## config.mk

```make
export PLATFORM = sky130hd
export DESIGN_NAME = lmtf_front
export DESIGN_NICKNAME = d
export VERILOG_FILES = /design/src/hdl/lmtf_pkg.sv /design/src/hdl/lmtf_front.sv
export SDC_FILE = /design/constraint.sdc
export NUM_CORES = 2
export LEC_CHECK = 0
export ABC_AREA = 1
export CAP_MARGIN = 25
export CORE_UTILIZATION = 45
export CTS_CLUSTER_DIAMETER = 200
export DETAILED_ROUTE_END_ITERATION = 8
export DONT_BUFFER_PORTS = 1
export PLACE_DENSITY = 0.68
export SYNTH_ARGS = -nofsm -noshare
export SYNTH_HDL_FRONTEND = slang
export SYNTH_SLANG_ARGS = --single-unit
export TNS_END_PERCENT = 100
```

## constraint.sdc

```tcl
create_clock -name i_clk -period 12.2 [get_ports i_clk]
set_input_delay 2.44 -clock i_clk [delete_from_list [all_inputs] [get_ports i_clk]]
set_output_delay 2.44 -clock i_clk [all_outputs]
set_load 0.02 [all_outputs]
```

## src/hdl/lmtf_pkg.sv

```systemverilog
// ============================================================================
// lmtf_pkg
// Shared types and constants for the lightmap texel finalize block.
// ============================================================================
`timescale 1ns / 1ps
`default_nettype none

package lmtf_pkg;

    // Default accumulator width of one input channel
    localparam int ACC_BITS_DEF = 16;

    // Configuration port
    localparam int APB_AW = 3;
    localparam int APB_DW = 32;

    // Saturation register: 1/256 steps, 256 keeps full color
    localparam int              SAT_W    = 9;
    localparam int              SAT_SH   = 8;
    localparam logic [SAT_W-1:0] SAT_FULL = 9'd256;

    // Output byte and rescale quotient width
    localparam int             PIX_W   = 8;
    localparam int             Q_BITS  = PIX_W;
    localparam logic [PIX_W-1:0] PIX_MAX = 8'hFF;

    // Queue between front and back
    localparam int QUEUE_DEPTH = 4;

    // ceil(x/3) for x <= 765 as ((x + 2) * 683) >> 11
    localparam int        DIV3_W     = 10;
    localparam int        DIV3_PW    = 20;
    localparam logic [DIV3_W-1:0] DIV3_RECIP = 10'd683;
    localparam logic [DIV3_W-1:0] DIV3_BIAS  = 10'd2;
    localparam int        DIV3_SHIFT = 11;

    // floor(p/255) for p <= 65535 as (p + 1 + (p >> 8)) >> 8
    localparam int DIV255_W = 17;

    typedef enum logic [1:0] {
        MODE_NORMAL    = 2'd0,
        MODE_LUMA      = 2'd1,
        MODE_FAKE      = 2'd2,
        MODE_INV_ALPHA = 2'd3
    } t_mode;

    typedef enum logic {
        REG_SATURATION = 1'b0,
        REG_MONO_MODE  = 1'b1
    } t_reg_idx;

    // Classification of one texel, carried from front to back
    typedef struct packed {
        t_mode mode;
        logic  scale;   // brightest channel above one byte
    } t_tag;

    localparam int TAG_W  = $bits(t_tag);
    // Side data through the divider: tag, alpha and three channel bytes
    localparam int SIDE_W = TAG_W + 4*PIX_W;

endpackage

`default_nettype wire

```

## src/hdl/lmtf_front.sv

```systemverilog
// ============================================================================
// lmtf_front
// Front pipeline: clamps the channels, finds the brightest one, classifies
// the texel and applies the grey desaturation of normal mode.
// ============================================================================
`timescale 1ns / 1ps
`default_nettype none

module lmtf_front #(
    parameter int ACC_BITS = lmtf_pkg::ACC_BITS_DEF
) (
    input  wire logic                          i_clk,
    input  wire logic                          i_rst_n,
    input  wire logic                          i_valid,
    output logic                               o_ready,
    input  wire logic signed [ACC_BITS-1:0]    i_red,
    input  wire logic signed [ACC_BITS-1:0]    i_green,
    input  wire logic signed [ACC_BITS-1:0]    i_blue,
    input  wire logic [lmtf_pkg::SAT_W-1:0]    i_saturation,
    input  wire lmtf_pkg::t_mode               i_mode,
    output logic                               o_valid,
    input  wire logic                          i_ready,
    output logic [ACC_BITS-2:0]                o_red,
    output logic [ACC_BITS-2:0]                o_green,
    output logic [ACC_BITS-2:0]                o_blue,
    output logic [ACC_BITS-2:0]                o_max,
    output lmtf_pkg::t_tag                     o_tag
);

    localparam int CW = ACC_BITS - 1;           // clamped channel
    localparam int SW = CW + 7;                 // 33r + 34g + 33b
    localparam int RS = SW + 7;                 // reciprocal shift
    localparam int MW = SW + 1;                 // reciprocal width
    localparam int PW = SW + MW;
    localparam int DW = CW + lmtf_pkg::SAT_W;   // desaturation mix
    // ceil(2^RS / 100): exact floor(x/100) for every x below 2^SW
    localparam logic [MW-1:0] RECIP = MW'(((64'd1 << RS) / 64'd100) + 64'd1);

    logic w_en;

    // stage 1: clamp
    logic                        r_v1;
    logic [CW-1:0]               r_c1 [3];
    logic [lmtf_pkg::SAT_W-1:0]  r_s1;
    lmtf_pkg::t_mode             r_mode1;
    logic [CW-1:0]               w_clamp [3];
    logic [lmtf_pkg::SAT_W-1:0]  w_sat;

    // stage 2: max and grey sum
    logic                        r_v2;
    logic [CW-1:0]               r_c2 [3];
    logic [CW-1:0]               r_m2;
    logic [SW-1:0]               r_sum2;
    logic [lmtf_pkg::SAT_W-1:0]  r_s2;
    lmtf_pkg::t_tag              r_tag2;
    logic [CW-1:0]               w_max;
    logic [SW-1:0]               w_sum;

    // stage 3: grey level
    logic                        r_v3;
    logic [CW-1:0]               r_c3 [3];
    logic [CW-1:0]               r_m3;
    logic [CW-1:0]               r_grey3;
    logic [lmtf_pkg::SAT_W-1:0]  r_s3;
    lmtf_pkg::t_tag              r_tag3;
    logic [PW-1:0]               w_prod;

    // stage 4: desaturated texel
    logic                        r_v4;
    logic [CW-1:0]               r_c4 [3];
    logic [CW-1:0]               r_m4;
    lmtf_pkg::t_tag              r_tag4;
    logic [DW-1:0]               w_mix [3];

    // whole front moves unless the last stage is stuck on a full queue
    assign w_en    = !r_v4 || i_ready;
    assign o_ready = w_en;

    always_ff @(posedge i_clk) begin
        if (!i_rst_n) begin
            r_v1 <= 1'b0;
            r_v2 <= 1'b0;
            r_v3 <= 1'b0;
            r_v4 <= 1'b0;
        end else if (w_en) begin
            r_v1 <= i_valid;
            r_v2 <= r_v1;
            r_v3 <= r_v2;
            r_v4 <= r_v3;
        end
    end

    // negative light counts as dark; saturation above full is full
    always_comb begin
        w_clamp[0] = i_red[ACC_BITS-1]   ? '0 : i_red[CW-1:0];
        w_clamp[1] = i_green[ACC_BITS-1] ? '0 : i_green[CW-1:0];
        w_clamp[2] = i_blue[ACC_BITS-1]  ? '0 : i_blue[CW-1:0];
        w_sat      = (i_saturation > lmtf_pkg::SAT_FULL) ? lmtf_pkg::SAT_FULL
                                                          : i_saturation;
    end

    always_ff @(posedge i_clk) begin
        if (w_en) begin
            r_c1    <= w_clamp;
            r_s1    <= w_sat;
            r_mode1 <= i_mode;
        end
    end

    // brightest channel and weighted sum for the grey level
    always_comb begin
        w_max = (r_c1[0] > r_c1[1]) ? r_c1[0] : r_c1[1];
        if (r_c1[2] > w_max) begin
            w_max = r_c1[2];
        end
        w_sum = SW'(33) * SW'(r_c1[0]) + SW'(34) * SW'(r_c1[1])
              + SW'(33) * SW'(r_c1[2]);
    end

    always_ff @(posedge i_clk) begin
        if (w_en) begin
            r_c2         <= r_c1;
            r_m2         <= w_max;
            r_sum2       <= w_sum;
            r_s2         <= r_s1;
            r_tag2.mode  <= r_mode1;
            r_tag2.scale <= (w_max > CW'(255));
        end
    end

    // grey = sum / 100 by reciprocal
    assign w_prod = PW'(r_sum2) * PW'(RECIP);

    always_ff @(posedge i_clk) begin
        if (w_en) begin
            r_c3    <= r_c2;
            r_m3    <= r_m2;
            r_grey3 <= w_prod[RS +: CW];
            r_s3    <= r_s2;
            r_tag3  <= r_tag2;
        end
    end

    // pull each channel toward grey; other modes keep the clamped value
    always_comb begin
        for (int l = 0; l < 3; l++) begin
            w_mix[l] = DW'(r_c3[l]) * DW'(r_s3)
                     + DW'(r_grey3) * DW'(lmtf_pkg::SAT_FULL - r_s3);
        end
    end

    always_ff @(posedge i_clk) begin
        if (w_en) begin
            for (int l = 0; l < 3; l++) begin
                r_c4[l] <= (r_tag3.mode == lmtf_pkg::MODE_NORMAL)
                         ? w_mix[l][lmtf_pkg::SAT_SH +: CW] : r_c3[l];
            end
            r_m4   <= r_m3;
            r_tag4 <= r_tag3;
        end
    end

    assign o_valid = r_v4;
    assign o_red   = r_c4[0];
    assign o_green = r_c4[1];
    assign o_blue  = r_c4[2];
    assign o_max   = r_m4;
    assign o_tag   = r_tag4;

endmodule

`default_nettype wire

```

==> impl_metrics.json <==
{
  "crit_slowest_cell": "xor2_1",
  "syn_area_mm2": 0.0428,
  "synth_top_area_cell": "fa_1",
  "grt_pass1_vias": 32000,
  "grt_setup_unrepaired": "no",
  "finalCritPeriodShare_pct": 75.2,
  "post_drt_via_cell_ratio": 5.15,
  "die_w_um": 311,
  "root_buffer": "clkbuf_16",
  "crit_top_cell": "fa_1",
  "cts_inserted_buffers": 37,
  "syn_inst": 4708,
  "finalHoldViolCount": 0,
  "ys_ff_latch": 304,
  "cts_hold_buf": 0,
  "multi_input_area_mm2": 0.0288,
  "io_buffers": 0,
  "grt_pass1_wl_um": 175000,
  "antenna_left": 0,
  "boundaryPins": 128,
  "cts_setup_buffers": 0,
  "dr.pass1.iters": 8,
  "synth_area_leaders": "fa_1, edfxtp_1, ha_1",
  "hpwl_um": 87300,
  "clk_pin_slew_worst_paths_ns": 0.07,
  "final-setup-viol-count": 0,
  "tightestPinTransition_ns": 1.05,
  "start_util_pct": 45.7,
  "synth_edf_count": 300,
  "finalSetupTns_ns": 0,
  "n_fill_cell": 8740,
  "yosysWarnings": 0,
  "status": "completed",
  "drv_cap": 0,
  "cp.arrival_ns": 9.46,
  "hold_class": "flop to flop",
  "antenna_found_initial": 0,
  "criticalPathCategory": "flop to flop",
  "die_area_mm2": 0.0964,
  "tritoncts": "done",
  "n_antenna_cell": 0,
  "drv_slew": 0,
  "syn_nets": 5977,
  "start_kind": "flop",
  "async_flop_share_pct": 0,
  "finalCriticalPeriod_ns": 9.17,
  "die_h_um": 311,
  "ys_seq_area_share_pct": 21.2,
  "routed_wl_um": 108000,
  "slew_headroom_pct": 29.9,
  "vias": 30500,
  "grtUsageTotal_pct": 23.2,
  "crit_required_ns": 12.49,
  "clock_skew_ns": 0.0310,
  "seqCellArea_mm2": 0.00909,
  "drt_iter0_markers": 2306,
  "use_met1_pct": 30.6,
  "grtUsageMet3_pct": 4.06,
  "core_mm2": 0.0937,
  "synthTopCellsByCount": "inv_1, nand2_1, fa_1",
  "syn-mean-instance-area_um2": 9.10,
  "end_kind": "flop",
  "synth.distinct_cells": 55,
  "clock_latency_ns": 0.59,
  "grt_start_max_net_pins": 166,
  "wl_per_cell_um": 18.3,
  "utilization_pct": 48.4,
  "timing.critical_path.slowest_cell_delay_ns": 0.62,
  "synth_most_common_cell": "inv_1",
  "clockBufferDepth": 3,
  "fin_nets": 5908,
  "gr-total-overflow": 0,
  "synth_ff_type": "edfxtp_1",
  "gp_congestion": 0.949,
  "cts.sinks": 304,
  "busiest_layer": "met2",
  "area_delta_synth_final_pct": 5.87,
  "rows": 112,
  "synth_top_area_share_pct": 30.1,
  "htreeDepth": 2,
  "max_freq_mhz": 109,
  "drc_errors": 0,
  "grtUsageMet2_pct": 37.9,
  "cts_resized": 0,
  "worst-path-max-fanout": 58,
  "drive_gt1_share_pct": 2.68
}
final timing paths:
check / startpoint / to / slack [ns] / cells after the start
max: r_s3[0]$_DFFE_PP_ / r_c4[0][41]$_DFFE_PP_ / 3.03 / 31
min: r_c2[43]$_DFFE_PP_ / r_c3[43]$_DFFE_PP_ / 0.41 / 0
max reg2reg: r_s3[0]$_DFFE_PP_ / r_c4[0][41]$_DFFE_PP_ / 3.03 / 31
min reg2reg: r_c2[43]$_DFFE_PP_ / r_c3[43]$_DFFE_PP_ / 0.41 / 0
cells in the final DEF (no fill, tap or decap), types with 5 or more instances in the layout:
cell type / netlist / layout
nand2_2: 12 / 12
and2_1: 9 / 9
clkbuf_16: 0 / 38
nor3_1: 30 / 30
a21o_1: 23 / 23
edfxtp_1: 300 / 300
a21oi_1: 162 / 162
inv_1: 1173 / 1172
or2_2: 14 / 14
nand2_1: 907 / 907
clkinv_1: 2 / 7
nand4_1: 25 / 25
xnor2_1: 41 / 41
ha_1: 561 / 561
buf_4: 3 / 13
xor2_1: 58 / 58
inv_6: 0 / 5
nor4_1: 10 / 10
bufinv_16: 0 / 6
a211oi_1: 5 / 5
nor2_1: 259 / 258
o21ai_0: 89 / 89
o21bai_1: 15 / 15
nand3_1: 119 / 119
o21ai_1: 16 / 16
o31ai_1: 9 / 9
fa_1: 645 / 645
o21a_1: 11 / 11
o211ai_1: 9 / 9
a31oi_1: 26 / 26
registers in the layout, indices dropped and copies added (netlist names):
signal / count
r_s2: 9
r_mode1: 2
r_c3: 45
r_tag2: 3
r_tag3: 3
r_c4: 45
r_sum2: 22
r_v1: 1
r_v3: 1
r_v2: 1
r_m2: 15
o_valid: 1
o_tag: 3
r_c2: 45
r_m3: 15
r_s3: 9
o_max: 15
r_c1: 45
r_grey3: 15
r_s1: 9
critical path, delay by kind of cell, from the launching register on:
kind            cells  cell delay [ns]
compound gates      6             1.04
simple gates        9             2.05
xor+xnor            1             0.62
flops               1             0.35
buf+inv             6             0.96
fa+ha+maj           9             3.87
metal layers:
metal,wire (µm),share of wire [%],vias up
met1,45600,42,14900
met5,0,0,-
li1,-,-,14400
met2,50000,46,1024
met3,7920,7.3,212
met4,4770,4.4,0
cell type report:
type / instances / share of cell area, %
multi-input combinational: 3103 / 63.6
sequential: 304 / 20.0
inverter: 1179 / 9.78
tap: 1254 / 3.46
clock buffer: 42 / 2.13
clock inverter: 25 / 0.745
timing repair buffer: 14 / 0.259
kinds of logic (layout without fill, tap and decap cells):
| kind of cell | Yosys count | after routing | synth area share (%) |
|---|---|---|---|
| and+or+nand+nor | 1401 | 1401 | 13.3 |
| buffers and inverters | 1301 | 1260 | 11.5 |
| adders and majority gates | 1206 | 1206 | 46.5 |
| AOI/OAI and AO/OA | 397 | 397 | 5.45 |
| DFF | 304 | 304 | 21.2 |
| xor gates and xnor gates | 99 | 99 | 2.02 |
stage by stage:
stage / area (µm²) / setup WS (ns) / instances / hold slack [ns]
5_1_grt: 45300 / 2.52 / 5921 / 0.412
6_report: 45300 / 3.03 / 5921 / 0.406
2_1_floorplan: 42800 / 1.30 / 4708 / 0.400
4_1_cts: 45300 / 3.06 / 5921 / 0.405
3_3_place_gp: 44000 / 3.21 / 5854 / 0.401
3_5_place_dp: 44000 / 3.12 / 5854 / 0.405
Power is not shown: default switching activity piles up to over one toggle a cycle in this logic, so the estimate is an artifact.
