`src/hdl/lmtf_pkg.sv`:
```
// ============================================================================
// lmtf_pkg
// Shared types and constants for the lightmap texel finalize block.
// ============================================================================
`timescale 1ns / 1ps
`default_nettype none

package lmtf_pkg;

    // Default accumulator width of one input channel
    localparam int ACC_BITS_DEF = 16;

    // Configuration port
    localparam int APB_AW = 3;
    localparam int APB_DW = 32;

    // Saturation register: 1/256 steps, 256 keeps full color
    localparam int              SAT_W    = 9;
    localparam int              SAT_SH   = 8;
    localparam logic [SAT_W-1:0] SAT_FULL = 9'd256;

    // Output byte and rescale quotient width
    localparam int             PIX_W   = 8;
    localparam int             Q_BITS  = PIX_W;
    localparam logic [PIX_W-1:0] PIX_MAX = 8'hFF;

    // Queue between front and back
    localparam int QUEUE_DEPTH = 4;

    // ceil(x/3) for x <= 765 as ((x + 2) * 683) >> 11
    localparam int        DIV3_W     = 10;
    localparam int        DIV3_PW    = 20;
    localparam logic [DIV3_W-1:0] DIV3_RECIP = 10'd683;
    localparam logic [DIV3_W-1:0] DIV3_BIAS  = 10'd2;
    localparam int        DIV3_SHIFT = 11;

    // floor(p/255) for p <= 65535 as (p + 1 + (p >> 8)) >> 8
    localparam int DIV255_W = 17;

    typedef enum logic [1:0] {
        MODE_NORMAL    = 2'd0,
        MODE_LUMA      = 2'd1,
        MODE_FAKE      = 2'd2,
        MODE_INV_ALPHA = 2'd3
    } t_mode;

    typedef enum logic {
        REG_SATURATION = 1'b0,
        REG_MONO_MODE  = 1'b1
    } t_reg_idx;

    // Classification of one texel, carried from front to back
    typedef struct packed {
        t_mode mode;
        logic  scale;   // brightest channel above one byte
    } t_tag;

    localparam int TAG_W  = $bits(t_tag);
    // Side data through the divider: tag, alpha and three channel bytes
    localparam int SIDE_W = TAG_W + 4*PIX_W;

endpackage

`default_nettype wire

```
`src/hdl/lmtf_queue.sv`:
```
// ============================================================================
// lmtf_queue
// Short first-in first-out queue between the front and the back.
// ============================================================================
`timescale 1ns / 1ps
`default_nettype none

module lmtf_queue #(
    parameter int WIDTH = 64,
    parameter int DEPTH = lmtf_pkg::QUEUE_DEPTH
) (
    input  wire logic             i_clk,
    input  wire logic             i_rst_n,
    input  wire logic             i_push,
    input  wire logic [WIDTH-1:0] i_data,
    output logic                  o_full,
    input  wire logic             i_pop,
    output logic [WIDTH-1:0]      o_data,
    output logic                  o_empty
);

    localparam int AW = (DEPTH > 1) ? $clog2(DEPTH) : 1;
    localparam int NW = $clog2(DEPTH + 1);

    logic [WIDTH-1:0] r_mem [DEPTH];
    logic [AW-1:0]    r_wr_ptr;
    logic [AW-1:0]    r_rd_ptr;
    logic [NW-1:0]    r_count;
    logic             w_push;
    logic             w_pop;

    assign o_full  = (r_count == NW'(DEPTH));
    assign o_empty = (r_count == '0);
    assign w_push  = i_push && !o_full;
    assign w_pop   = i_pop && !o_empty;
    assign o_data  = r_mem[r_rd_ptr];

    // pointers and fill level
    always_ff @(posedge i_clk) begin
        if (!i_rst_n) begin
            r_wr_ptr <= '0;
            r_rd_ptr <= '0;
            r_count  <= '0;
        end else begin
            if (w_push) begin
                r_wr_ptr <= (r_wr_ptr == AW'(DEPTH - 1)) ? '0 : r_wr_ptr + 1'b1;
            end
            if (w_pop) begin
                r_rd_ptr <= (r_rd_ptr == AW'(DEPTH - 1)) ? '0 : r_rd_ptr + 1'b1;
            end
            case ({w_push, w_pop})
                2'b10:   r_count <= r_count + 1'b1;
                2'b01:   r_count <= r_count - 1'b1;
                default: r_count <= r_count;
            endcase
        end
    end

    // entry storage
    always_ff @(posedge i_clk) begin
        if (w_push) begin
            r_mem[r_wr_ptr] <= i_data;
        end
    end

endmodule

`default_nettype wire

```
`config.mk`:
```
export PLATFORM = sky130hd
export DESIGN_NAME = lmtf_queue
export DESIGN_NICKNAME = d
export VERILOG_FILES = /design/src/hdl/lmtf_pkg.sv /design/src/hdl/lmtf_queue.sv
export SDC_FILE = /design/constraint.sdc
export NUM_CORES = 1
export LEC_CHECK = 0
export BUFFER_PORTS_ARGS = -buffer_cell sky130_fd_sc_hd__buf_2
export CORE_MARGIN = 3
export CORE_UTILIZATION = 45
export DETAILED_ROUTE_END_ITERATION = 8
export GPL_ROUTABILITY_DRIVEN = 0
export PLACE_DENSITY = 0.61
export SETUP_SLACK_MARGIN = 0.05
export SLEW_MARGIN = 20
export SYNTH_ARGS = -nofsm -noshare
export SYNTH_HDL_FRONTEND = slang
export SYNTH_SLANG_ARGS = --single-unit
```
`constraint.sdc`:
```
create_clock -name i_clk -period 4.06 [get_ports i_clk]
set_input_delay 0.812 -clock i_clk [delete_from_list [all_inputs] [get_ports i_clk]]
set_output_delay 0.812 -clock i_clk [all_outputs]
set_load 0.01 [all_outputs]
```
==> qor.txt, run 1 <==
wl on met1: 7.584 mm
sequential area share after synthesis: 80.25%
worst setup margin: 831.5 ps
VDD IR-drop max: 0.0004821 V
I/O Pins: 134
WL/cell: 20.82 um
setup_tns: 0 ps
Final Max Slew Viols: 0
first-pass GRT wire length: 26.79 mm
adder-cell share of the synthesized area: 0.9699%
post-layout util: 54.40%
number of flops mapped to enable cells by yosys: 256
largest family of logic cells by synthesized area: multiplexers
Hold Path Depth: 1
Setup CP Type: flip-flop to primary output
metal2 WL: 8.327 mm
CTS tree: yes
root buffer cell: clkbuf_16
layout cells sized above 1: 42.91%
Post-Syn Area: 0.009804 mm^2
die width: 153.6 um
hold_buf cts: 0
leading area contributor after synthesis: edfxtp_1
Ys Warns: 0
vias in the first global route: 4774
Main synth FF type: edfxtp_1
Fin. Hold Viols: 0
critical path's largest stage delay: 760 ps
Vias/cell: 5.291
clk buf depth: 3
post-synth cell types: 26
fraction of registers with async set/reset: 0%
Hold Path Class: input port to flip-flop
HP Start: i_data[48]
setup bufs post-CTS: 0
Slew HR: 32.14%
min cycle time layout: 3229 ps
type of destination of the critical path: primary output
Worst R2R Setup Slack: 1790 ps
placed cells: 784
CP Launch Type: flip-flop
Nets: 612
Crit Reg-Reg Endpoint: r_mem[1][37]
Crit path required time: 3250 ps
mux cell area share after synthesis: 15.06%
Max Cap Viol: 0
clock-pin slew on the worst setup and hold paths: 60 ps
Tot GR Track Use: 14.56%
RR Startpoint: r_count[2]
Clock Sinks: 265
total vias in the final route: 4402
ANT cells: 0
1st-iter DRT viols: 273
Yosys reg bits: 265
uppermost layer routed: met5
Die Y: 153.6 um
crit path to: o_data[2]
post-synthesis xor/xnor area fraction: 0.1787%
RSZ-0062 raised after global routing: false
DRT Wirelength: 17.32 mm
post-CTS sizing: 0
non-filler instance count after layout: 832
router iterations before antenna repair: 4
row count: 53
syn_nets: 465
Area growth syn-to-layout: 17.74%
commonest non-fill, non-tap cell in the layout: edfxtp_1
Routed Antenna Nets: 0
status: complete, no violations
Worst Skew: 10.25 ps
total die area: 0.02359 mm^2
Syn Area/Cell: 25.14 um^2
grt total ovfl: 0
Slew @ Worst Pin: 1018 ps
largest net degree at the start of global routing: 65
PD cells: 632.6 mW/mm^2
H-Tree Depth: 1
DRC viols: 0
Slowest cell on crit path: dfxtp_4
cells along the critical path: buf_4 > mux4_2 > buf_2
Final setup viols: 0
most frequent cells in the layout: edfxtp_1, buf_2, mux4_2, clkbuf_16
Synth top area share: 78.41%
Final HPWL DP: 9.878 mm
top cells by area, synth: edfxtp_1, mux4_2, dfxtp_1, buf_12, mux4_1
Filler cells: 1666
worst slack, placed: 1259 ps
final period utilization: 79.52%
core area: 0.02122 mm^2
Arr. time, crit path: 2420 ps
Worst-Skew Late Latency: 510 ps
Post-Synth Simple-Gate Area: 1.136%
post-synthesis cell count: 390
Max FO, Critical Path: 30
Leak: 3.883 nW
Synth Area in Compound Gates: 0.3573%
Initial Util: 46.20%
CTS buffer count: 26
antenna violations before repair: 2
fmax: 0.3097 GHz
PortBufs: 133
Reg2Reg Depth: 3
WL met3: 1.088 mm
-- cells in the mapped netlist, types with 2 or more instances --
cell type and instances:
mux4_2 60, and2_1 6, o21ai_0 4, mux4_1 4, ha_1 6, nand3_1 2, nand2_1 7, dfxtp_1 9
buf_2 7, edfxtp_1 256, buf_12 6, nor2_1 2, mux2i_1 2, inv_1 7
-- worst min-delay path by stage --
| stage | endpoint | slack (ps) |
|---|---|---|
| global route | r_mem[3][21] | 490 |
| global placement | r_wr_ptr[1] | 480 |
| finish | r_mem[1][48] | 510 |
| floorplan | r_wr_ptr[1] | 470 |
| detailed placement | flip-flop | 510 |
| CTS | r_mem[3][42] | 490 |
-- per-stage QoR --
| step | power (mW) | instance area [um^2] | hold slack, ps |
|---|---|---|---|
| global route | 7.640 | 11540 | 491.8 |
| CTS | 7.417 | 11540 | 488.5 |
| detailed placement | 5.039 | 10680 | 508.1 |
| global placement | 5.009 | 10680 | 476.9 |
| finish | 7.303 | 11540 | 513.8 |
| floorplan | 4.553 | 9804 | 467.7 |
-- power by group --
| part | leakage (nW) | switching, mW | internal [mW] | total, mW |
|---|---|---|---|---|
| logic | 1.04 | 0.695 | 0.727 | 1.42 |
| registers | 2.42 | 0.189 | 3.32 | 3.50 |
| clock network | 0.424 | 0.936 | 1.44 | 2.38 |
| total | 3.88 | 1.82 | 5.48 | 7.30 |
-- worst max-delay path: cells and delay by family (launching register included) --
kind	cells	cell delay [ps]
DFF	1	760
buffers and inverters	2	580
muxes	1	560
-- cell families after synthesis --
| kind of cell | count (synthesis) |
|---|---|
| compound gates | 6 |
| xor+xnor | 2 |
| fa+ha+maj | 7 |
| simple gates | 21 |
| flops | 265 |
| buf+inv | 23 |
| mux | 66 |
-- final cells by class --
class | instances | area (um^2) | area share (%)
clock buffers | 36 | 729.5 | 6.319
clock inverters | 12 | 130.1 | 1.127
inverters | 7 | 26.28 | 0.2276
multi-input cells | 102 | 1745 | 15.12
flip-flops and latches | 265 | 7875 | 68.22
well taps | 275 | 344.1 | 2.981
repair buffers | 135 | 693.2 | 6.005
-- flip-flops by register name, indices dropped and copies added (netlist names), named ones only --
name,cells
r_wr_ptr,2
r_mem,256
r_count,3
r_rd_ptr,2
-- routing by layer --
metal  GRT usage [%]  vias to the layer above
li1                -                     1943
met1           20.06                     2310
met2           23.52                      117
met3           3.968                       28
met4           3.574                        4
met5               0                        -
Power figures use the tool's default switching activity.
==> inputs of run 2 (changes only) <==
- clock period: 4.06 -> 3.1 ns (I/O delays scaled with it)
==> qor.txt, run 2 (synthesis gave the netlist of run 1 again) <==
Hold Path Class: input port to flip-flop
largest registers: r_mem x256, r_count x3
most frequent cells in the layout: edfxtp_1, buf_2, mux4_2, clkbuf_16, clkinv_1
Max Cap Viol: 0 (unchanged)
Initial Util: 46.20% (unchanged)
Final setup viols: 0 (unchanged)
Leak: 3.900 nW (+0.42%)
Worst Skew: 6.110 ps (-4.143 ps)
type of destination of the critical path: primary output
sequential share of power: 48.0% (about the same)
Slew @ Worst Pin: 648.6 ps (-369.3 ps)
Final HPWL DP: 11.18 mm (+13%)
PortBufs: 133 (unchanged)
Hold Path Depth: 1 (unchanged)
total vias in the final route: 4471 (+1.6%)
min cycle time layout: 2697 ps
final period utilization: 87.00%
largest net degree at the start of global routing: 39 (-40%)
DRC viols: 0 (unchanged)
root buffer cell: clkbuf_16
placed cell area: 0.01084 mm^2 (+1.5%)
PD cells: 802.6 mW/mm^2 (+27%)
Nets: 623 (+1.8%)
setup bufs post-CTS: 0 (unchanged)
Max FO, Critical Path: 33 (+10%)
vias in the first global route: 4774 (unchanged)
CP Launch Type: flip-flop
number of flip-flops in the largest register: 256 (unchanged)
VDD IR-drop max: 0.0004285 V (-11%)
setup_tns: 0 ps (unchanged)
router iterations before antenna repair: 4 (unchanged)
Worst-Skew Late Latency: 510 ps (about the same)
Largest Register: r_mem
Reg2Reg Depth: 9 (+6)
switching power: 2.380 mW (+31%)
Setup CP Type: flip-flop to primary output
1st-iter DRT viols: 266 (-2.6%)
worst setup margin: 402.9 ps (-428.6 ps)
clk buf depth: 3 (unchanged)
worst slack, placed: 597.5 ps (-661.4 ps)
Arr. time, crit path: 2080 ps (-340 ps)
Fin. Hold Viols: 0 (unchanged)
Area growth syn-to-layout: 18.25%
hold_buf cts: 0 (unchanged)
Crit path required time: 2480 ps (-770 ps)
Final Max Slew Viols: 0 (unchanged)
non-filler instance count after layout: 841 (+1.1%)
H-Tree Depth: 1 (unchanged)
I/O Pins: 134 (unchanged)
core area: 0.02122 mm^2 (unchanged)
RSZ-0062 raised after global routing: false
CTS tree: yes
Tot GR Track Use: 15.19% (+0.63 points)
commonest non-fill, non-tap cell in the layout: edfxtp_1
Min Hold Slack: 320.8 ps (-193.0 ps)
Vias/cell: 5.316 (+0.48%)
placed cells: 795 (+1.4%)
total die area: 0.02359 mm^2 (unchanged)
status: complete, no violations
Routed Antenna Nets: 0 (unchanged)
Sw Ratio: 25.58% (+0.66 points)
antenna violations before repair: 3 (+1)
grt total ovfl: 0 (unchanged)
clock share of power: 29.7% (-2.8 points)
DRT Wirelength: 17.97 mm (+3.8%)
layout cells sized above 1: 42.83% (-0.077 points)
fmax: 0.3708 GHz
Logic pwr share: 22.3% (+2.8 points)
Die Y: 153.6 um (unchanged)
Clock Sinks: 265 (unchanged)
clock-pin slew on the worst setup and hold paths: 60 ps (about the same)
Internal Pwr Total: 6.925 mW (+26%)
first-pass GRT wire length: 27.82 mm (+3.9%)
post-CTS sizing: 0 (unchanged)
die width: 153.6 um (unchanged)
Slew HR: 56.39% (+24 points)
WL/cell: 21.37 um (+2.6%)
design area: 0.01159 mm^2 (+0.43%)
row count: 53 (unchanged)
CTS buffer count: 26 (unchanged)
run 2: changes by cell type in the layout (fill, tap and decap cells not counted), sizes merged:
cell	change
clkinv	+2
bufinv	-3
diode	+1
buf	+11
clkbuf	-2
run 2: per-layer routing:
metal  wire (um)  global-route usage (%)  share of wire [%]
met1        7647                   21.44                 43
met2        8666                   24.15                 48
met3        1354                   4.278                7.5
met4         275                   3.238                1.5
met5          26                       0               0.14
run 2: final cells by class:
class                           count  area [um^2]
Inverter                            7        26.28
Sequential cell                   265         7875
Timing Repair Buffer              146        850.8
Multi-Input combinational cell    102         1745
Fill cell                        1692         9627
Clock buffer                       34        701.9
Tap cell                          275        344.1
Clock inverter                     11        47.55
Antenna cell                        1        2.502
run 2: per-stage QoR:
step	util (%)	power [mW]
5_1_grt	54.62	9.745
6_report	54.63	9.305
3_5_place_dp	51.09	6.684
2_1_floorplan	-	5.963
3_3_place_gp	51.09	6.627
4_1_cts	54.62	9.461
run 2: power groups by stage:
stage          Combinational [mW]  Sequential [mW]  Clock (mW)
2_1_floorplan                1.48             4.49           0
6_report                     2.08             4.46        2.77
4_1_cts                      2.15             4.47        2.84
3_3_place_gp                 2.11             4.52           0
5_1_grt                      2.26             4.49        2.99
3_5_place_dp                 2.14             4.54           0
run 2: path summary, 6_finish.rpt:
check,from,endpoint,slack [ps]
min reg2reg,r_wr_ptr[1],r_wr_ptr[1],510
min,i_data[14],r_mem[0][14],320
max reg2reg,r_count[2],r_count[2],820
max,flip-flop,o_data[25],400
run 2: critical path, stage by stage, from the launching register on:
cell     delay [ps]
dfxtp_4         710
buf_12          300
mux4_2          380
buf_2           170
