===== config.mk =====
export PLATFORM = sky130hd
export DESIGN_NAME = lmtf_back
export DESIGN_NICKNAME = d
export VERILOG_FILES = /design/src/hdl/lmtf_pkg.sv /design/src/hdl/lmtf_div.sv /design/src/hdl/lmtf_back.sv
export SDC_FILE = /design/constraint.sdc
export NUM_CORES = 2
export LEC_CHECK = 0
export ABC_AREA = 1
export BUFFER_PORTS_ARGS = -buffer_cell sky130_fd_sc_hd__buf_2
export CORE_MARGIN = 2
export CORE_UTILIZATION = 45
export DETAILED_ROUTE_END_ITERATION = 8
export PLACE_DENSITY = 0.58
export SLEW_MARGIN = 15
export SYNTH_ARGS = -nofsm -noshare
export SYNTH_HDL_FRONTEND = slang
export SYNTH_SLANG_ARGS = --single-unit

===== constraint.sdc =====
create_clock -name i_clk -period 45.6 [get_ports i_clk]
set_input_delay 4.56 -clock i_clk [delete_from_list [all_inputs] [get_ports i_clk]]
set_output_delay 4.56 -clock i_clk [all_outputs]
set_load 0.05 [all_outputs]

===== src/hdl/lmtf_pkg.sv =====
// ============================================================================
// lmtf_pkg
// Shared types and constants for the lightmap texel finalize block.
// ============================================================================
`timescale 1ns / 1ps
`default_nettype none

package lmtf_pkg;

    // Default accumulator width of one input channel
    localparam int ACC_BITS_DEF = 16;

    // Configuration port
    localparam int APB_AW = 3;
    localparam int APB_DW = 32;

    // Saturation register: 1/256 steps, 256 keeps full color
    localparam int              SAT_W    = 9;
    localparam int              SAT_SH   = 8;
    localparam logic [SAT_W-1:0] SAT_FULL = 9'd256;

    // Output byte and rescale quotient width
    localparam int             PIX_W   = 8;
    localparam int             Q_BITS  = PIX_W;
    localparam logic [PIX_W-1:0] PIX_MAX = 8'hFF;

    // Queue between front and back
    localparam int QUEUE_DEPTH = 4;

    // ceil(x/3) for x <= 765 as ((x + 2) * 683) >> 11
    localparam int        DIV3_W     = 10;
    localparam int        DIV3_PW    = 20;
    localparam logic [DIV3_W-1:0] DIV3_RECIP = 10'd683;
    localparam logic [DIV3_W-1:0] DIV3_BIAS  = 10'd2;
    localparam int        DIV3_SHIFT = 11;

    // floor(p/255) for p <= 65535 as (p + 1 + (p >> 8)) >> 8
    localparam int DIV255_W = 17;

    typedef enum logic [1:0] {
        MODE_NORMAL    = 2'd0,
        MODE_LUMA      = 2'd1,
        MODE_FAKE      = 2'd2,
        MODE_INV_ALPHA = 2'd3
    } t_mode;

    typedef enum logic {
        REG_SATURATION = 1'b0,
        REG_MONO_MODE  = 1'b1
    } t_reg_idx;

    // Classification of one texel, carried from front to back
    typedef struct packed {
        t_mode mode;
        logic  scale;   // brightest channel above one byte
    } t_tag;

    localparam int TAG_W  = $bits(t_tag);
    // Side data through the divider: tag, alpha and three channel bytes
    localparam int SIDE_W = TAG_W + 4*PIX_W;

endpackage

`default_nettype wire


===== src/hdl/lmtf_div.sv =====
// ============================================================================
// lmtf_div
// Pipelined restoring divider, one quotient bit per stage, several lanes
// sharing one divisor. The quotient is known to fit in Q_BITS bits.
// ============================================================================
`timescale 1ns / 1ps
`default_nettype none

module lmtf_div #(
    parameter int CW     = lmtf_pkg::ACC_BITS_DEF - 1,
    parameter int LANES  = 3,
    parameter int SIDE_W = lmtf_pkg::SIDE_W
) (
    input  wire logic                           i_clk,
    input  wire logic                           i_rst_n,
    input  wire logic                           i_en,
    input  wire logic                           i_valid,
    input  wire logic [CW+lmtf_pkg::Q_BITS-1:0] i_num [LANES],
    input  wire logic [CW-1:0]                  i_den,
    input  wire logic [SIDE_W-1:0]              i_side,
    output logic                                o_valid,
    output logic [lmtf_pkg::Q_BITS-1:0]         o_quot [LANES],
    output logic [SIDE_W-1:0]                   o_side
);

    localparam int QB = lmtf_pkg::Q_BITS;
    localparam int NW = CW + QB;

    logic [QB:0]         r_v;
    logic [NW-1:0]       r_rem  [QB+1][LANES];
    logic [QB-1:0]       r_quot [QB+1][LANES];
    logic [CW-1:0]       r_den  [QB+1];
    logic [SIDE_W-1:0]   r_side [QB+1];
    logic [NW-1:0]       w_dsh  [QB];
    logic [NW-1:0]       w_rem  [QB][LANES];
    logic                w_bit  [QB][LANES];

    always_ff @(posedge i_clk) begin
        if (!i_rst_n) begin
            r_v <= '0;
        end else if (i_en) begin
            r_v <= {r_v[QB-1:0], i_valid};
        end
    end

    // one quotient bit per stage, most significant first
    always_comb begin
        for (int j = 0; j < QB; j++) begin
            w_dsh[j] = NW'(r_den[j]) << (QB - 1 - j);
            for (int l = 0; l < LANES; l++) begin
                w_bit[j][l] = (r_rem[j][l] >= w_dsh[j]);
                w_rem[j][l] = w_bit[j][l] ? (r_rem[j][l] - w_dsh[j]) : r_rem[j][l];
            end
        end
    end

    // stage 0 holds the operands, each later stage the partial remainder
    always_ff @(posedge i_clk) begin
        if (i_en) begin
            for (int l = 0; l < LANES; l++) begin
                r_rem[0][l]  <= i_num[l];
                r_quot[0][l] <= '0;
            end
            r_den[0]  <= i_den;
            r_side[0] <= i_side;
            for (int j = 0; j < QB; j++) begin
                for (int l = 0; l < LANES; l++) begin
                    r_rem[j+1][l]  <= w_rem[j][l];
                    r_quot[j+1][l] <= {r_quot[j][l][QB-2:0], w_bit[j][l]};
                end
                r_den[j+1]  <= r_den[j];
                r_side[j+1] <= r_side[j];
            end
        end
    end

    assign o_valid = r_v[QB];
    assign o_side  = r_side[QB];
    always_comb begin
        for (int l = 0; l < LANES; l++) begin
            o_quot[l] = r_quot[QB][l];
        end
    end

endmodule

`default_nettype wire


===== src/hdl/lmtf_back.sv =====
// ============================================================================
// lmtf_back
// Back pipeline: rescales bright texels by 255/max, then builds the
// normal, luminance, faked color or inverted alpha form and holds the result.
// ============================================================================
`timescale 1ns / 1ps
`default_nettype none

module lmtf_back #(
    parameter int ACC_BITS = lmtf_pkg::ACC_BITS_DEF
) (
    input  wire logic                       i_clk,
    input  wire logic                       i_rst_n,
    input  wire logic                       i_valid,
    output logic                            o_take,
    input  wire logic [ACC_BITS-2:0]        i_red,
    input  wire logic [ACC_BITS-2:0]        i_green,
    input  wire logic [ACC_BITS-2:0]        i_blue,
    input  wire logic [ACC_BITS-2:0]        i_max,
    input  wire lmtf_pkg::t_tag             i_tag,
    output logic                            o_valid,
    input  wire logic                       i_ready,
    output logic [lmtf_pkg::PIX_W-1:0]      o_red,
    output logic [lmtf_pkg::PIX_W-1:0]      o_green,
    output logic [lmtf_pkg::PIX_W-1:0]      o_blue,
    output logic [lmtf_pkg::PIX_W-1:0]      o_alpha
);

    localparam int CW  = ACC_BITS - 1;
    localparam int PX  = lmtf_pkg::PIX_W;
    localparam int NW  = CW + lmtf_pkg::Q_BITS;
    localparam int SDW = lmtf_pkg::SIDE_W;

    logic w_en;

    // divider operands
    logic [CW-1:0]   w_ch_in [3];
    logic [NW-1:0]   w_num [3];
    logic [PX-1:0]   w_alpha_in;
    logic [SDW-1:0]  w_side_in;

    // divider results
    logic            w_dv_valid;
    logic [PX-1:0]   w_quot [3];
    logic [SDW-1:0]  w_side;
    lmtf_pkg::t_tag  w_tag;
    logic [PX-1:0]   w_alpha;
    logic [PX-1:0]   w_byte [3];
    logic [PX-1:0]   w_ch [3];

    // stage p1: rescaled channels and fake alpha
    logic                          r_v1;
    logic [PX-1:0]                 r_ch1 [3];
    logic [PX-1:0]                 r_alpha1;
    logic [PX-1:0]                 r_fa1;
    lmtf_pkg::t_tag                r_tag1;
    logic [lmtf_pkg::DIV3_W-1:0]   w_sum;
    logic [lmtf_pkg::DIV3_PW-1:0]  w_third;

    // stage p2: channel times fake alpha
    logic                          r_v2;
    logic [PX-1:0]                 r_ch2 [3];
    logic [2*PX-1:0]               r_prod2 [3];
    logic [PX-1:0]                 r_alpha2;
    logic [PX-1:0]                 r_fa2;
    lmtf_pkg::t_tag                r_tag2;

    // output register
    logic                          r_out_v;
    logic [PX-1:0]                 r_out [4];
    logic [lmtf_pkg::DIV255_W-1:0] w_fake [3];
    logic [PX-1:0]                 w_res [4];

    // the whole back moves unless the held result is not taken
    assign w_en   = !r_out_v || i_ready;
    assign o_take = w_en && i_valid;

    // dividend is channel * 255; alpha is 255 whenever the texel is rescaled
    always_comb begin
        w_ch_in[0] = i_red;
        w_ch_in[1] = i_green;
        w_ch_in[2] = i_blue;
        for (int l = 0; l < 3; l++) begin
            w_num[l] = (NW'(w_ch_in[l]) << lmtf_pkg::Q_BITS) - NW'(w_ch_in[l]);
        end
        w_alpha_in = i_tag.scale ? lmtf_pkg::PIX_MAX : i_max[PX-1:0];
        w_side_in  = {i_tag, w_alpha_in, w_ch_in[2][PX-1:0],
                      w_ch_in[1][PX-1:0], w_ch_in[0][PX-1:0]};
    end

    lmtf_div #(
        .CW     (CW),
        .LANES  (3),
        .SIDE_W (SDW)
    ) u_div (
        .i_clk   (i_clk),
        .i_rst_n (i_rst_n),
        .i_en    (w_en),
        .i_valid (i_valid),
        .i_num   (w_num),
        .i_den   (i_max),
        .i_side  (w_side_in),
        .o_valid (w_dv_valid),
        .o_quot  (w_quot),
        .o_side  (w_side)
    );

    // pick scaled or plain bytes, then fake alpha = 255 - ceil(sum/3)
    always_comb begin
        w_tag     = lmtf_pkg::t_tag'(w_side[SDW-1 -: lmtf_pkg::TAG_W]);
        w_alpha   = w_side[3*PX +: PX];
        w_byte[0] = w_side[0 +: PX];
        w_byte[1] = w_side[PX +: PX];
        w_byte[2] = w_side[2*PX +: PX];
        for (int l = 0; l < 3; l++) begin
            w_ch[l] = w_tag.scale ? w_quot[l] : w_byte[l];
        end
        w_sum   = lmtf_pkg::DIV3_W'(w_ch[0]) + lmtf_pkg::DIV3_W'(w_ch[1])
                + lmtf_pkg::DIV3_W'(w_ch[2]);
        w_third = lmtf_pkg::DIV3_PW'(w_sum + lmtf_pkg::DIV3_BIAS)
                * lmtf_pkg::DIV3_PW'(lmtf_pkg::DIV3_RECIP);
    end

    always_ff @(posedge i_clk) begin
        if (!i_rst_n) begin
            r_v1    <= 1'b0;
            r_v2    <= 1'b0;
            r_out_v <= 1'b0;
        end else if (w_en) begin
            r_v1    <= w_dv_valid;
            r_v2    <= r_v1;
            r_out_v <= r_v2;
        end
    end

    always_ff @(posedge i_clk) begin
        if (w_en) begin
            r_ch1    <= w_ch;
            r_alpha1 <= w_alpha;
            r_fa1    <= lmtf_pkg::PIX_MAX - w_third[lmtf_pkg::DIV3_SHIFT +: PX];
            r_tag1   <= w_tag;
        end
    end

    always_ff @(posedge i_clk) begin
        if (w_en) begin
            for (int l = 0; l < 3; l++) begin
                r_prod2[l] <= (2*PX)'(r_ch1[l]) * (2*PX)'(r_fa1);
            end
            r_ch2    <= r_ch1;
            r_alpha2 <= r_alpha1;
            r_fa2    <= r_fa1;
            r_tag2   <= r_tag1;
        end
    end

    // product / 255, then the mode picks the final texel
    always_comb begin
        for (int l = 0; l < 3; l++) begin
            w_fake[l] = lmtf_pkg::DIV255_W'(r_prod2[l]) + lmtf_pkg::DIV255_W'(1)
                      + lmtf_pkg::DIV255_W'(r_prod2[l][2*PX-1:PX]);
        end
        case (r_tag2.mode)
            lmtf_pkg::MODE_NORMAL: begin
                w_res[0] = r_ch2[0];
                w_res[1] = r_ch2[1];
                w_res[2] = r_ch2[2];
                w_res[3] = r_alpha2;
            end
            lmtf_pkg::MODE_LUMA: begin
                w_res[0] = r_alpha2;
                w_res[1] = '0;
                w_res[2] = '0;
                w_res[3] = r_alpha2;
            end
            lmtf_pkg::MODE_FAKE: begin
                w_res[0] = w_fake[0][PX +: PX];
                w_res[1] = w_fake[1][PX +: PX];
                w_res[2] = w_fake[2][PX +: PX];
                w_res[3] = r_fa2;
            end
            default: begin
                w_res[0] = '0;
                w_res[1] = '0;
                w_res[2] = '0;
                w_res[3] = lmtf_pkg::PIX_MAX - r_alpha2;
            end
        endcase
    end

    always_ff @(posedge i_clk) begin
        if (w_en) begin
            r_out <= w_res;
        end
    end

    assign o_valid = r_out_v;
    assign o_red   = r_out[0];
    assign o_green = r_out[1];
    assign o_blue  = r_out[2];
    assign o_alpha = r_out[3];

endmodule

`default_nettype wire


==> metrics.yaml <==
setup_path:
  arrival_ns: 6.16
  endpoint_kind: "output port"
  ff2ff_path_depth: 29
  cp_max_fo: 74
  worstPathRequired_ns: 41.04
  r2r_slack_ns: 38.28
  worstSetupPathType: "input port to output port"
  startpoint: "i_ready"
  start_kind: "input port"
  rr_endpoint: "r_fa1[7]"
  r2r_start: "u_div.r_side[0][312]"
  cp-endpoint: "o_take"
routing:
  wl_microns: 200000
  drtIter0Drc: 4022
  drt-wirelength-per-cell_microns: 18.7
  via_count: 55800
  avgViaCountPerCell: 5.19
  drcViolationCount: 0
  drtAntennaViolNets: 0
  firstDrtPassIters: 7
synthesis:
  ys_seq_area_frac: 0.486
  ys_seq_elements: 1247
  ys.flop_type: "edfxtp_1"
  syn_area_sq_um: 76800
  synthArstFlopShare: 0
  synthCells: 8250
  ys_warn_count: 0
  syn_avg_cell_area_sq_um: 9.31
  synth-edff-count: 1235
  synth_cell_types: 68
  synth_fp_nets: 9048
sta:
  final-setup-viol-count: 0
  fin_crit_sh: 0.235
  finalClockSkew_ns: 0.0305
  final.setup.tns_ns: 0
  fin_crit_ns: 10.72
  hold_viol: 0
  drv_slew: 0
  max_slew_margin: 0.218
  max_clock_freq_mhz: 93.3
  worst_pin_slew_ns: 1.17
  rsz0062_at_grt: "false"
floorplan:
  num_rows: 151
  io_pins: 101
  die_w_microns: 417
  chipHeight_microns: 417
  core-area_sq_um: 169000
  initial_utilization: 0.453
  dieArea_sq_um: 174000
clock_network:
  cts.repair.resized: 0
  cts.sinks: 1247
  worstSkewPairLatency_ns: 0.80
  htree_levels: 4
  clk_path_buf_depth: 3
  clockRootBuffer: "clkbuf_16"
  cts_buffers: 140
  clk_pin_slew_ns: 0.06
  cts_setup_buffers: 0
  cts_hold_buf: 0
  cts_tree: "done"
final_layout:
  seqCellArea_sq_um: 37300
  drive_gt1_frac: 0.0572
  final_cell_mix: "nand2_1, edfxtp_1, inv_1"
  area_growth_syn_to_layout_pct: 9.93
  multiInputGateArea_sq_um: 34700
  final_common_cell: "nand2_1"
  fill_cells: 15800
  fin_nets: 9206
global_routing:
  antenna_found_initial: 2
  grt_pass1_vias: 54700
  grt_pass1_wl_microns: 310000
  gr-usage-all-layers: 0.230
  overflow: 0
  grt_max_degree: 171
place:
  place_congestion: 0.940
  io_buffers: 100
  dp_hpwl_microns: 160000
outcome:
  status: "finished, final reports clean"
run:
  drv_cap: 0
hold_path:
  hold_depth: 0
  hold_class: "register to register"
==> worst min path at each step <==
stage,startpoint,to,slack (ns)
2_1_floorplan,u_div.r_side[0][304],r_alpha1[0],0.40
3_3_place_gp,u_div.r_side[0][179],u_div.r_side[0][214],0.40
3_5_place_dp,u_div.r_side[0][304],r_alpha1[0],0.40
4_1_cts,u_div.r_side[0][163],u_div.r_side[0][198],0.40
5_1_grt,u_div.r_side[0][143],u_div.r_side[0][178],0.41
6_report,u_div.r_side[0][163],u_div.r_side[0][198],0.40
==> critical path, stage by stage <==
cell and delay (ns):
buf_2 0.09, nor2_1 0.69, inv_8 0.39, nand2_1 0.18
inv_1 0.04, buf_2 0.20
==> sequential cells by signal, indices dropped and copies added, names as in the netlist, 9 cells and up <==
signal        count
r_ch2            24
u_div.r_rem     546
u_div.r_v         9
u_div.r_quot    108
r_ch1            24
r_prod2          48
u_div.r_den     120
u_div.r_side    297
==> metrics by stage <==
step | hold WS (ns) | setup slack [ns] | cells | utilization | cell area, sq um
2_1_floorplan | 0.400 | 5.35 | 8250 | - | 76800
3_3_place_gp | 0.400 | 34.54 | 10500 | 0.470 | 79700
3_5_place_dp | 0.405 | 34.56 | 10500 | 0.470 | 79700
4_1_cts | 0.400 | 34.56 | 10700 | 0.498 | 84400
5_1_grt | 0.407 | 34.68 | 10700 | 0.498 | 84400
6_report | 0.402 | 34.88 | 10700 | 0.498 | 84400
==> final cells by class <==
cell class	count	share of cell area
Antenna cell	1	0.0000296
Tap cell	2218	0.0329
Multi-Input combinational cell	5798	0.411
Clock inverter	88	0.0135
Clock buffer	163	0.0426
Timing Repair Buffer	129	0.00919
Sequential cell	1247	0.442
Inverter	1092	0.0488
==> Yosys cell counts, types with 15 or more instances <==
cell | n | share of area
a21oi_1 | 479 | 0.031
ha_1 | 575 | 0.094
fa_1 | 156 | 0.041
edfxtp_1 | 1235 | 0.48
a21oi_2 | 19 | 0.0022
nand4_1 | 121 | 0.0099
o21ai_0 | 355 | 0.023
o211ai_1 | 16 | 0.0016
clkbuf_1 | 36 | 0.0018
nand3b_1 | 55 | 0.0054
nor2_1 | 638 | 0.031
a21o_1 | 36 | 0.0035
nand3_1 | 417 | 0.027
o21bai_1 | 39 | 0.0038
inv_1 | 1073 | 0.052
a31oi_1 | 27 | 0.0022
or2_2 | 39 | 0.0032
xor2_1 | 182 | 0.021
buf_6 | 18 | 0.0026
o21ai_2 | 37 | 0.0042
a21boi_0 | 20 | 0.0020
xnor2_1 | 156 | 0.018
nand2_1 | 2164 | 0.11
clkbuf_2 | 15 | 0.00098
nor3_1 | 97 | 0.0063
buf_2 | 24 | 0.0016
o21ai_1 | 38 | 0.0025
nor4_1 | 32 | 0.0026
==> layer usage <==
metal | track usage | wire (microns) | part of all wire | up-vias
met1 | 0.308 | 90800 | 0.45 | 26100
met5 | 0 | 0 | 0 | -
met2 | 0.384 | 94500 | 0.47 | 1233
met4 | 0.0834 | 7300 | 0.036 | 0
li1 | - | - | - | 28200
met3 | 0.0274 | 7650 | 0.038 | 316
==> cell families (layout without fill, tap and decap cells) <==
group | after synthesis | in the layout | share of synthesized area
compound gates | 1105 | 1105 | 0.0806
flops | 1247 | 1247 | 0.486
buf+inv | 1205 | 1472 | 0.0623
other cells | 0 | 1 | 0
simple gates | 3621 | 3621 | 0.197
xor+xnor | 341 | 341 | 0.0393
fa+ha+maj | 731 | 731 | 0.134
Power is left out: the tool's default activity adds up to more than one toggle a clock period on the data nets, which glitch-free logic cannot reach.
